**src/rtl/rcpwm_pkg.sv**
```systemverilog
// Shared types, constants and register codes for the RC PWM capture unit.
`default_nettype none
package rcpwm_pkg;

	localparam int CHANNELS_DEF = 6;
	localparam int MAX_CH       = 8;
	localparam int PIN_W        = 6;
	localparam int TIME_W       = 16;
	localparam int VAL_W        = 12;
	localparam int CHAN_W       = 3;
	localparam int HISTORY      = 4;
	localparam int HIST_W       = $clog2(HISTORY);
	localparam int SUM_W        = VAL_W + HIST_W;
	localparam int DEADBAND     = 3;
	localparam int PULL         = 2;
	localparam int CFG_IDX_W    = 1;

	localparam logic [VAL_W-1:0] MIN_RESET = 12'd1000;
	localparam logic [VAL_W-1:0] MAX_RESET = 12'd2000;

	localparam logic [CFG_IDX_W-1:0] REG_MIN_PULSE = 1'd0;
	localparam logic [CFG_IDX_W-1:0] REG_MAX_PULSE = 1'd1;

	localparam logic OP_SAMPLE = 1'b0;
	localparam logic OP_UPDATE = 1'b1;

	typedef enum logic [1:0] {
		ST_IDLE,
		ST_SAMPLE,
		ST_SUM,
		ST_EMIT
	} state_t;

	// Step strobes from the sequencer to the datapath
	typedef struct packed {
		logic              accept;
		logic              samp;
		logic              sum;
		logic              emit;
		logic              last;
		logic [CHAN_W-1:0] ch;
	} ctrl_t;

endpackage
`default_nettype wire

```
**src/rtl/rcpwm_if.sv**
```systemverilog
// Handshake channel interfaces: pin/update items, channel results, register writes.
`default_nettype none
interface rcpwm_item_if;
	logic                         valid;
	logic                         ready;
	logic                         op;
	logic [rcpwm_pkg::PIN_W-1:0]  pin_levels;
	logic [rcpwm_pkg::TIME_W-1:0] time_us;
	modport source (output valid, op, pin_levels, time_us, input ready);
	modport sink   (input valid, op, pin_levels, time_us, output ready);
endinterface

interface rcpwm_result_if;
	logic                         valid;
	logic                         ready;
	logic [rcpwm_pkg::CHAN_W-1:0] channel;
	logic [rcpwm_pkg::VAL_W-1:0]  value;
	logic                         last;
	modport source (output valid, channel, value, last, input ready);
	modport sink   (input valid, channel, value, last, output ready);
endinterface

interface rcpwm_cfg_if;
	logic                            valid;
	logic                            ready;
	logic [rcpwm_pkg::CFG_IDX_W-1:0] index;
	logic [rcpwm_pkg::VAL_W-1:0]     data;
	modport source (output valid, index, data, input ready);
	modport sink   (input valid, index, data, output ready);
endinterface
`default_nettype wire

```
**src/rtl/rcpwm_ctrl.sv**
```systemverilog
// Sequencer that walks the channels through the shared step unit.
`default_nettype none
module rcpwm_ctrl #(
	parameter int CHANNELS = rcpwm_pkg::CHANNELS_DEF
) (
	input  wire logic             clk,
	input  wire logic             arst_n,
	input  wire logic             in_valid,
	input  wire logic             in_op,
	input  wire logic             out_free,
	output logic                  in_ready,
	output rcpwm_pkg::ctrl_t      ctrl
);

	localparam logic [rcpwm_pkg::CHAN_W-1:0] LAST_CH = rcpwm_pkg::CHAN_W'(CHANNELS - 1);

	rcpwm_pkg::state_t                state_q, state_d;
	logic [rcpwm_pkg::CHAN_W-1:0]     ch_q, ch_d;

	always_ff @(posedge clk or negedge arst_n) begin
		if (!arst_n) begin
			state_q <= rcpwm_pkg::ST_IDLE;
			ch_q    <= '0;
		end else begin
			state_q <= state_d;
			ch_q    <= ch_d;
		end
	end

	always_comb begin
		state_d     = state_q;
		ch_d        = ch_q;
		in_ready    = 1'b0;
		ctrl.accept = 1'b0;
		ctrl.samp   = 1'b0;
		ctrl.sum    = 1'b0;
		ctrl.emit   = 1'b0;
		ctrl.last   = (ch_q == LAST_CH);
		ctrl.ch     = ch_q;
		unique case (state_q)
			rcpwm_pkg::ST_IDLE: begin
				in_ready = 1'b1;
				if (in_valid) begin
					ctrl.accept = 1'b1;
					ch_d        = '0;
					state_d     = (in_op == rcpwm_pkg::OP_UPDATE) ? rcpwm_pkg::ST_SUM
					                                              : rcpwm_pkg::ST_SAMPLE;
				end
			end
			rcpwm_pkg::ST_SAMPLE: begin
				ctrl.samp = 1'b1;
				if (ch_q == LAST_CH) begin
					state_d = rcpwm_pkg::ST_IDLE;
				end else begin
					ch_d = ch_q + 1'b1;
				end
			end
			rcpwm_pkg::ST_SUM: begin
				ctrl.sum = 1'b1;
				state_d  = rcpwm_pkg::ST_EMIT;
			end
			rcpwm_pkg::ST_EMIT: begin
				// hold until the result register can take the beat
				if (out_free) begin
					ctrl.emit = 1'b1;
					if (ch_q == LAST_CH) begin
						state_d = rcpwm_pkg::ST_IDLE;
					end else begin
						ch_d    = ch_q + 1'b1;
						state_d = rcpwm_pkg::ST_SUM;
					end
				end
			end
			default: state_d = rcpwm_pkg::ST_IDLE;
		endcase
	end

endmodule
`default_nettype wire

```
**src/rtl/rcpwm_datapath.sv**
```systemverilog
// Channel state storage, shared capture/smoothing step unit and result register.
`default_nettype none
module rcpwm_datapath #(
	parameter int CHANNELS = rcpwm_pkg::CHANNELS_DEF
) (
	input  wire logic                              clk,
	input  wire logic                              arst_n,
	input  wire rcpwm_pkg::ctrl_t                  ctrl,
	input  wire logic                              op,
	input  wire logic [rcpwm_pkg::PIN_W-1:0]       pin_levels,
	input  wire logic [rcpwm_pkg::TIME_W-1:0]      time_us,
	input  wire logic                              cfg_we,
	input  wire logic [rcpwm_pkg::CFG_IDX_W-1:0]   cfg_index,
	input  wire logic [rcpwm_pkg::VAL_W-1:0]       cfg_data,
	input  wire logic                              res_ready,
	output logic                                   res_valid,
	output logic [rcpwm_pkg::CHAN_W-1:0]           res_channel,
	output logic [rcpwm_pkg::VAL_W-1:0]            res_value,
	output logic                                   res_last,
	output logic                                   out_free
);

	localparam int CH_W  = (CHANNELS > 1) ? $clog2(CHANNELS) : 1;
	localparam int VW    = rcpwm_pkg::VAL_W;
	localparam int TW    = rcpwm_pkg::TIME_W;
	localparam int SW    = rcpwm_pkg::SUM_W;
	localparam int HW    = rcpwm_pkg::HIST_W;

	logic [CH_W-1:0]          ch_i;
	logic [rcpwm_pkg::MAX_CH-1:0] pins_wide;
	logic [CHANNELS-1:0]      pins_m;

	logic [CHANNELS-1:0]      prev_q;
	logic [CHANNELS-1:0]      chg_q;
	logic [CHANNELS-1:0]      pins_q;
	logic [TW-1:0]            time_q;
	logic [VW-1:0]            min_q, max_q;
	logic [HW-1:0]            rp_q;
	logic [TW-1:0]            rise_q   [CHANNELS];
	logic [VW-1:0]            cap_q    [CHANNELS];
	logic [VW-1:0]            hist_q   [CHANNELS][rcpwm_pkg::HISTORY];
	logic [SW-1:0]            sum_q    [CHANNELS];
	logic [VW-1:0]            smooth_q [CHANNELS];
	logic [VW-1:0]            mean_q;
	logic                     out_valid_q;

	logic [TW-1:0]            width_d;
	logic                     width_ok;
	logic [SW-1:0]            sum_new;
	logic [SW-1:0]            sum_rnd;
	logic [VW:0]              mean_x, sv_x, sv_db;
	logic [VW-1:0]            sv_new;

	assign ch_i      = ctrl.ch[CH_W-1:0];
	assign pins_wide = rcpwm_pkg::MAX_CH'(pin_levels);
	assign pins_m    = pins_wide[CHANNELS-1:0];

	// Falling edge: wrapped width since the rise, accepted only strictly inside the window
	assign width_d  = time_q - rise_q[ch_i];
	assign width_ok = (TW'(min_q) < width_d) && (width_d < TW'(max_q));

	// Running sum: drop the entry being overwritten, add the new capture
	assign sum_new = sum_q[ch_i] - SW'(hist_q[ch_i][rp_q]) + SW'(cap_q[ch_i]);
	assign sum_rnd = sum_new + SW'(rcpwm_pkg::HISTORY / 2);

	assign mean_x = {1'b0, mean_q};
	assign sv_x   = {1'b0, smooth_q[ch_i]};

	always_comb begin
		priority if (mean_x + (VW+1)'(rcpwm_pkg::DEADBAND) < sv_x) begin
			sv_db = mean_x + (VW+1)'(rcpwm_pkg::PULL);
		end else if (mean_x > sv_x + (VW+1)'(rcpwm_pkg::DEADBAND)) begin
			sv_db = mean_x - (VW+1)'(rcpwm_pkg::PULL);
		end else begin
			sv_db = sv_x;
		end
		priority if (sv_db < {1'b0, min_q}) begin
			sv_new = min_q;
		end else if (sv_db > {1'b0, max_q}) begin
			sv_new = max_q;
		end else begin
			sv_new = sv_db[VW-1:0];
		end
	end

	assign out_free = !out_valid_q || res_ready;

	always_ff @(posedge clk or negedge arst_n) begin
		if (!arst_n) begin
			min_q       <= rcpwm_pkg::MIN_RESET;
			max_q       <= rcpwm_pkg::MAX_RESET;
			prev_q      <= '0;
			rp_q        <= '0;
			out_valid_q <= 1'b0;
			for (int c = 0; c < CHANNELS; c++) begin
				rise_q[c]   <= '0;
				cap_q[c]    <= '0;
				sum_q[c]    <= '0;
				smooth_q[c] <= '0;
				for (int h = 0; h < rcpwm_pkg::HISTORY; h++) begin
					hist_q[c][h] <= '0;
				end
			end
		end else begin
			if (cfg_we) begin
				unique case (cfg_index)
					rcpwm_pkg::REG_MIN_PULSE: min_q <= cfg_data;
					rcpwm_pkg::REG_MAX_PULSE: max_q <= cfg_data;
					default: ;
				endcase
			end
			if (ctrl.accept) begin
				if (op == rcpwm_pkg::OP_UPDATE) begin
					rp_q <= rp_q + 1'b1;
				end else begin
					prev_q <= pins_m;
				end
			end
			if (ctrl.samp && chg_q[ch_i]) begin
				if (pins_q[ch_i]) begin
					rise_q[ch_i] <= time_q;
				end else if (width_ok) begin
					cap_q[ch_i] <= width_d[VW-1:0];
				end
			end
			if (ctrl.sum) begin
				hist_q[ch_i][rp_q] <= cap_q[ch_i];
				sum_q[ch_i]        <= sum_new;
			end
			if (ctrl.emit) begin
				smooth_q[ch_i] <= sv_new;
				out_valid_q    <= 1'b1;
			end else if (res_ready) begin
				out_valid_q <= 1'b0;
			end
		end
	end

	// Item and result payload, no reset needed
	always_ff @(posedge clk) begin
		if (ctrl.accept && op == rcpwm_pkg::OP_SAMPLE) begin
			chg_q  <= pins_m ^ prev_q;
			pins_q <= pins_m;
			time_q <= time_us;
		end
		if (ctrl.sum) begin
			mean_q <= sum_rnd[SW-1:HW];
		end
		if (ctrl.emit) begin
			res_channel <= ctrl.ch;
			res_value   <= sv_new;
			res_last    <= ctrl.last;
		end
	end

	assign res_valid = out_valid_q;

endmodule
`default_nettype wire

```
**src/rtl/rc_pwm_capture_and_smoothing_unit.sv**
```systemverilog
// Top level of the RC PWM pulse capture and smoothing unit.
`default_nettype none
// A pin sample item (op 0) checks each channel pin for an edge, one channel per
// cycle: a rise stores the time, a fall keeps the wrapped width when it lies strictly
// between min_pulse_us and max_pulse_us. It gives no result. An update item (op 1)
// advances the four-entry history ring and, per channel, forms the running sum and
// rounded mean, then applies deadband, pull and clamp in a step that waits until
// the result register is free and then loads it: channel 0 first, last set on the
// final channel. The single step unit is shared by all channels under the channel
// sequencer. Registers 0 and 1 hold min and max pulse width.
module rc_pwm_capture_and_smoothing_unit #(
	parameter int CHANNELS = rcpwm_pkg::CHANNELS_DEF
) (
	input wire logic       clk,
	input wire logic       arst_n,
	rcpwm_item_if.sink     item,
	rcpwm_result_if.source result,
	rcpwm_cfg_if.sink      cfg
);

	rcpwm_pkg::ctrl_t ctrl;
	logic             out_free;

	assign cfg.ready = 1'b1;

	rcpwm_ctrl #(
		.CHANNELS (CHANNELS)
	) u_ctrl (
		.clk      (clk),
		.arst_n   (arst_n),
		.in_valid (item.valid),
		.in_op    (item.op),
		.out_free (out_free),
		.in_ready (item.ready),
		.ctrl     (ctrl)
	);

	rcpwm_datapath #(
		.CHANNELS (CHANNELS)
	) u_datapath (
		.clk         (clk),
		.arst_n      (arst_n),
		.ctrl        (ctrl),
		.op          (item.op),
		.pin_levels  (item.pin_levels),
		.time_us     (item.time_us),
		.cfg_we      (cfg.valid && cfg.ready),
		.cfg_index   (cfg.index),
		.cfg_data    (cfg.data),
		.res_ready   (result.ready),
		.res_valid   (result.valid),
		.res_channel (result.channel),
		.res_value   (result.value),
		.res_last    (result.last),
		.out_free    (out_free)
	);

`ifndef SYNTH
	a_idle_no_steps: assert property (@(posedge clk) disable iff (!arst_n)
		item.ready |-> !(ctrl.samp || ctrl.sum || ctrl.emit))
		else $error("step strobe while taking items");

	a_result_from_emit: assert property (@(posedge clk) disable iff (!arst_n)
		$rose(result.valid) |-> $past(ctrl.emit))
		else $error("result appeared without an emit step");

	a_last_returns_idle: assert property (@(posedge clk) disable iff (!arst_n)
		(ctrl.emit && ctrl.last) |=> item.ready)
		else $error("update did not finish after last channel");

	a_sum_then_emit: assert property (@(posedge clk) disable iff (!arst_n)
		ctrl.emit |-> !ctrl.sum && !ctrl.samp)
		else $error("overlapping step strobes");
`endif

endmodule
`default_nettype wire
```
**src/flat_wrapper.sv**
```systemverilog
// flat-port wrapper written by rule: the top's interface ports become plain ports
module rc_pwm_capture_and_smoothing_unit_flat 
#(
	parameter int CHANNELS = rcpwm_pkg::CHANNELS_DEF
)
  (clk, arst_n, item_valid, item_op, item_pin_levels, item_time_us, item_ready, result_valid, result_channel, result_value, result_last, result_ready, cfg_valid, cfg_index, cfg_data, cfg_ready);
  rcpwm_item_if item_i ();
  rcpwm_result_if result_i ();
  rcpwm_cfg_if cfg_i ();
  input wire logic clk;
  input wire logic arst_n;
  input wire logic [$bits(item_i.valid)-1:0] item_valid;
  input wire logic [$bits(item_i.op)-1:0] item_op;
  input wire logic [$bits(item_i.pin_levels)-1:0] item_pin_levels;
  input wire logic [$bits(item_i.time_us)-1:0] item_time_us;
  output wire logic [$bits(item_i.ready)-1:0] item_ready;
  output wire logic [$bits(result_i.valid)-1:0] result_valid;
  output wire logic [$bits(result_i.channel)-1:0] result_channel;
  output wire logic [$bits(result_i.value)-1:0] result_value;
  output wire logic [$bits(result_i.last)-1:0] result_last;
  input wire logic [$bits(result_i.ready)-1:0] result_ready;
  input wire logic [$bits(cfg_i.valid)-1:0] cfg_valid;
  input wire logic [$bits(cfg_i.index)-1:0] cfg_index;
  input wire logic [$bits(cfg_i.data)-1:0] cfg_data;
  output wire logic [$bits(cfg_i.ready)-1:0] cfg_ready;
  assign item_i.valid = item_valid;
  assign item_i.op = item_op;
  assign item_i.pin_levels = item_pin_levels;
  assign item_i.time_us = item_time_us;
  assign item_ready = item_i.ready;
  assign result_valid = result_i.valid;
  assign result_channel = result_i.channel;
  assign result_value = result_i.value;
  assign result_last = result_i.last;
  assign result_i.ready = result_ready;
  assign cfg_i.valid = cfg_valid;
  assign cfg_i.index = cfg_index;
  assign cfg_i.data = cfg_data;
  assign cfg_ready = cfg_i.ready;
  rc_pwm_capture_and_smoothing_unit #(.CHANNELS(CHANNELS)) u_core (.clk(clk), .arst_n(arst_n), .item(item_i), .result(result_i), .cfg(cfg_i));
endmodule
```
**config.mk**
```make
export PLATFORM = sky130hd
export DESIGN_NAME = rc_pwm_capture_and_smoothing_unit_flat
export DESIGN_NICKNAME = d
export VERILOG_FILES = /design/src/rtl/rcpwm_pkg.sv /design/src/rtl/rcpwm_if.sv /design/src/rtl/rcpwm_ctrl.sv /design/src/rtl/rcpwm_datapath.sv /design/src/rtl/rc_pwm_capture_and_smoothing_unit.sv /design/src/flat_wrapper.sv
export SDC_FILE = /design/constraint.sdc
export NUM_CORES = 1
export LEC_CHECK = 0
export BUFFER_PORTS_ARGS = -buffer_cell sky130_fd_sc_hd__clkbuf_2
export CAP_MARGIN = 40
export CORE_ASPECT_RATIO = 1.5
export CORE_UTILIZATION = 60
export CTS_CLUSTER_DIAMETER = 60
export DETAILED_ROUTE_END_ITERATION = 8
export PLACE_DENSITY = 0.77
export SLEW_MARGIN = 20
export SYNTH_ARGS = -nofsm -noshare
export SYNTH_HDL_FRONTEND = slang
export SYNTH_SLANG_ARGS = --single-unit
```
**constraint.sdc**
```tcl
create_clock -name clk -period 14.5 [get_ports clk]
set_clock_uncertainty 0.15 [all_clocks]
set_input_delay 2.9 -clock clk [delete_from_list [all_inputs] [get_ports clk]]
set_output_delay 2.9 -clock clk [all_outputs]
set_load 0.02 [all_outputs]
```
==> qor.yml <==
status:
  status: "complete, no violations"
floorplanning:
  die_w_um: 199
  rows: 107
  dieArea_um2: 59200
  initial_utilization_pct: 61.1
  core_um2: 57200
  io_pins: 60
  fp.dieH_um: 297
hold_path:
  hp-class: "reg2reg"
  holdPathStages: 2
synthesis:
  synth-xor-area-share_pct: 2.00
  synth_flop_cell: "dfrtp_1"
  synth_compound_area_share_pct: 15.9
  synth-seq-cells: 706
  synth_edf_count: 56
  synthMuxAreaShare_pct: 10.8
  synth_cells: 3397
  synthArstFlopShare_pct: 92.1
  synth_top_family_by_area: "compound AO/OA/AOI/OAI gates"
  synth_cell_type_count: 87
  yosysWarnings: 0
  syn_nets: 3561
  synth-seq-area-share_pct: 51.4
  syn_area_per_cell_um2: 10.3
  synthSimpleGateAreaFrac_pct: 11.5
  syn_area_um2: 34900
  synthAdderAreaFrac_pct: 4.69
job:
  drv_cap: 0
timing:
  fmax_mhz: 110
  fin_ws_ps: 5450
  finalCriticalPeriod_ps: 9050
  hold-worst-slack_ps: 326
  fin_crit_sh_pct: 62.4
  finalSetupViolCount: 0
  worstMarginPinSlew_ps: 970
  hold_viol_final: 0
  rsz0062_at_grt: "false"
  drv_slew: 0
  slew_headroom_pct: 33.6
  setup_tns_ps: 0
clocking:
  postCtsSetupRepairBufs: 0
  clk_latency_ps: 640
  ctsHtreeMaxLevel: 3
  clk_path_buf_depth: 3
  cts-root-buf: "clkbuf_16"
  cts_tree: "built"
  clock-sinks: 706
  cts_resized: 0
  cts_hold_buffers: 0
  cts_made_buffers: 68
  clkTransAtPathRegs_ps: 60
global_routing:
  grt_pass1_wl_mm: 158
  grt_max_degree: 165
  grt_antenna_before_repair: 0
  grt_pass1_vias: 27800
  gr-total-overflow: 0
  grtUsageTotal_pct: 35.6
setup_path:
  r2r_cells: 27
  crit_required_ps: 14730
  worst_path_most_repeated_cell: "ha_1"
  cpMaxStageDelayCell: "a222oi_1"
  max_stage_delay_ps: 900
  path_max_fanout: 41
  timing.critical_path.arrival_ps: 9280
  crit_path_end_kind: "register"
  path_class: "reg2reg"
  cp_top_family: "compound AO/OA/AOI/OAI gates"
  crit_buf_inv: 3
  path_depth: 27
  critPathLaunchType: "register"
finish:
  syn_to_final_growth_pct: 10.2
  layout_commonest_cell: "dfrtp_1"
  most-common-layout-cells: "dfrtp_1 (635), nand2_1 (629), o21ai_0 (443), mux2_2 (172), nor2_1 (153)"
  drive_gt1_share_pct: 14.8
  nets: 3567
  antenna_cells: 0
  fin_area_um2: 38500
routing:
  drt-total-wl_mm: 103
  ant_nets: 0
  vias_per_cell: 6.44
  drc: 0
  drtIter0Drc: 2479
  wl_per_cell_um: 24.4
  first_pass_iters: 8
  vias: 27200
place:
  pre_cts_slack_ps: 5420
  port_buffers: 58
  dpl-instance-area_um2: 36000
  globalplace.congestion: 0.976
  hpwlAfterDp_mm: 68.5
==> flip-flops by register name, indices dropped and copies added, names as in the netlist <==
name,cells
u_core.u_datapath.min_q,12
u_core.u_datapath.sum_q,84
u_core.u_datapath.pins_q,6
u_core.u_datapath.hist_q,288
u_core.u_ctrl.state_q,2
u_core.u_ctrl.ch_q,3
u_core.u_datapath.prev_q,6
u_core.u_datapath.chg_q,6
u_core.u_datapath.mean_q,12
u_core.u_datapath.time_q,16
u_core.u_datapath.res_last,1
u_core.u_datapath.res_valid,1
u_core.u_datapath.smooth_q,72
u_core.u_datapath.cap_q,72
u_core.u_datapath.rp_q,2
u_core.u_datapath.rise_q,96
u_core.u_datapath.res_channel,3
u_core.u_datapath.max_q,12
u_core.u_datapath.res_value,12
==> routing by layer <==
metal / part of all wire, % / GRT usage (%) / vias to the layer above
met2: 49 / 59.0 / 1258
met3: 6.8 / 6.10 / 408
met1: 36 / 41.2 / 13500
met5: 0 / 0 / -
li1: - / - / 12000
met4: 7.9 / 26.4 / 0
==> path summary, 6_finish.rpt <==
check                                                          from                                         to  slack, ps
max in group asynchronous                                    arst_n  u_core.u_datapath.hist_q[205]$_DFFE_PN0P_      10000
min in group asynchronous                                    arst_n   u_core.u_datapath.rise_q[15]$_DFFE_PN0P_       2170
min reg2reg                u_core.u_datapath.hist_q[60]$_DFFE_PN0P_   u_core.u_datapath.hist_q[60]$_DFFE_PN0P_        330
min                        u_core.u_datapath.hist_q[60]$_DFFE_PN0P_   u_core.u_datapath.hist_q[60]$_DFFE_PN0P_        330
max reg2reg                       u_core.u_ctrl.ch_q[0]$_DFFE_PN0P_  u_core.u_datapath.res_value[10]$_DFFE_PP_       5450
max                               u_core.u_ctrl.ch_q[0]$_DFFE_PN0P_  u_core.u_datapath.res_value[10]$_DFFE_PP_       5450
==> worst register-to-register path, stage by stage (launching register included) <==
cell and delay (ps):
dfrtp_4 850, buf_4 710, nor3b_4 120, buf_4 330, a221o_1 420, a221oi_1 780
ha_1 380, inv_1 70, o2111ai_1 110, nor4_2 100, xor2_1 210, ha_1 320
nand4_1 110, nor2_1 120, o31ai_1 70, a211o_1 320, a21oi_1 370, nor2_1 140
a222oi_1 900, ha_1 390, a21o_1 190, a21o_1 170, a21oi_1 140, o21a_1 130
o21a_1 180, nand3_2 360, o221ai_2 550, nand2_1 110
==> area by class of cell <==
cell class              count  area (um^2)
clock buffers              98         1990
clock inverters            25          273
flip-flops and latches    706        18000
inverters                  95          357
multi-input cells        2383        15800
fillers                  4310        18700
repair buffers            149         1150
well taps                 763          955
==> cell families after synthesis <==
logic type,Yosys count
compound gates,888
xor+xnor,79
fa+ha+maj,123
buf+inv,308
flops,706
mux,337
other cells,1
simple gates,955
==> metrics by stage <==
step / std cells / util [%]
3_5_place_dp: 4081 / 63.0
6_report: 4219 / 67.3
3_3_place_gp: 4067 / 62.7
5_1_grt: 4219 / 67.3
4_1_cts: 4204 / 67.0
2_1_floorplan: 3397 / -
==> Yosys cell counts (11+ instances only) <==
master    count  area [um^2]
o21a_1       13         97.6
a221oi_1     32          280
clkbuf_1    152          571
buf_2        16         80.1
a21oi_1      96          480
mux2i_1     118         1180
nand4_1      18          113
a31oi_1      49          307
nand2_1     629         2360
edfxtp_1     56         1680
buf_1        26         97.6
fa_1         13          260
buf_4        13         97.6
mux4_2       11          248
xor2_1       29          254
nand3_1      47          235
mux2_2      172         1940
o31ai_1      32          240
ha_1        110         1380
nor2b_1      12         75.1
a22oi_1      81          608
inv_1        95          357
nand2b_1     12         75.1
a21o_1       19          143
dfstp_2      12          315
a211oi_1     14          105
nor2_1      162          608
xnor2_1      49          429
dfrtp_1     638        16000
o21ai_0     443         2220
o221ai_1     11         96.3
nor3_1       17         85.1
o211ai_1     14          105
mux2_1       35          394
a22o_1       11         96.3
Power is left out: the tool's default activity adds up to more than one toggle a clock period on the data nets, which glitch-free logic cannot reach.
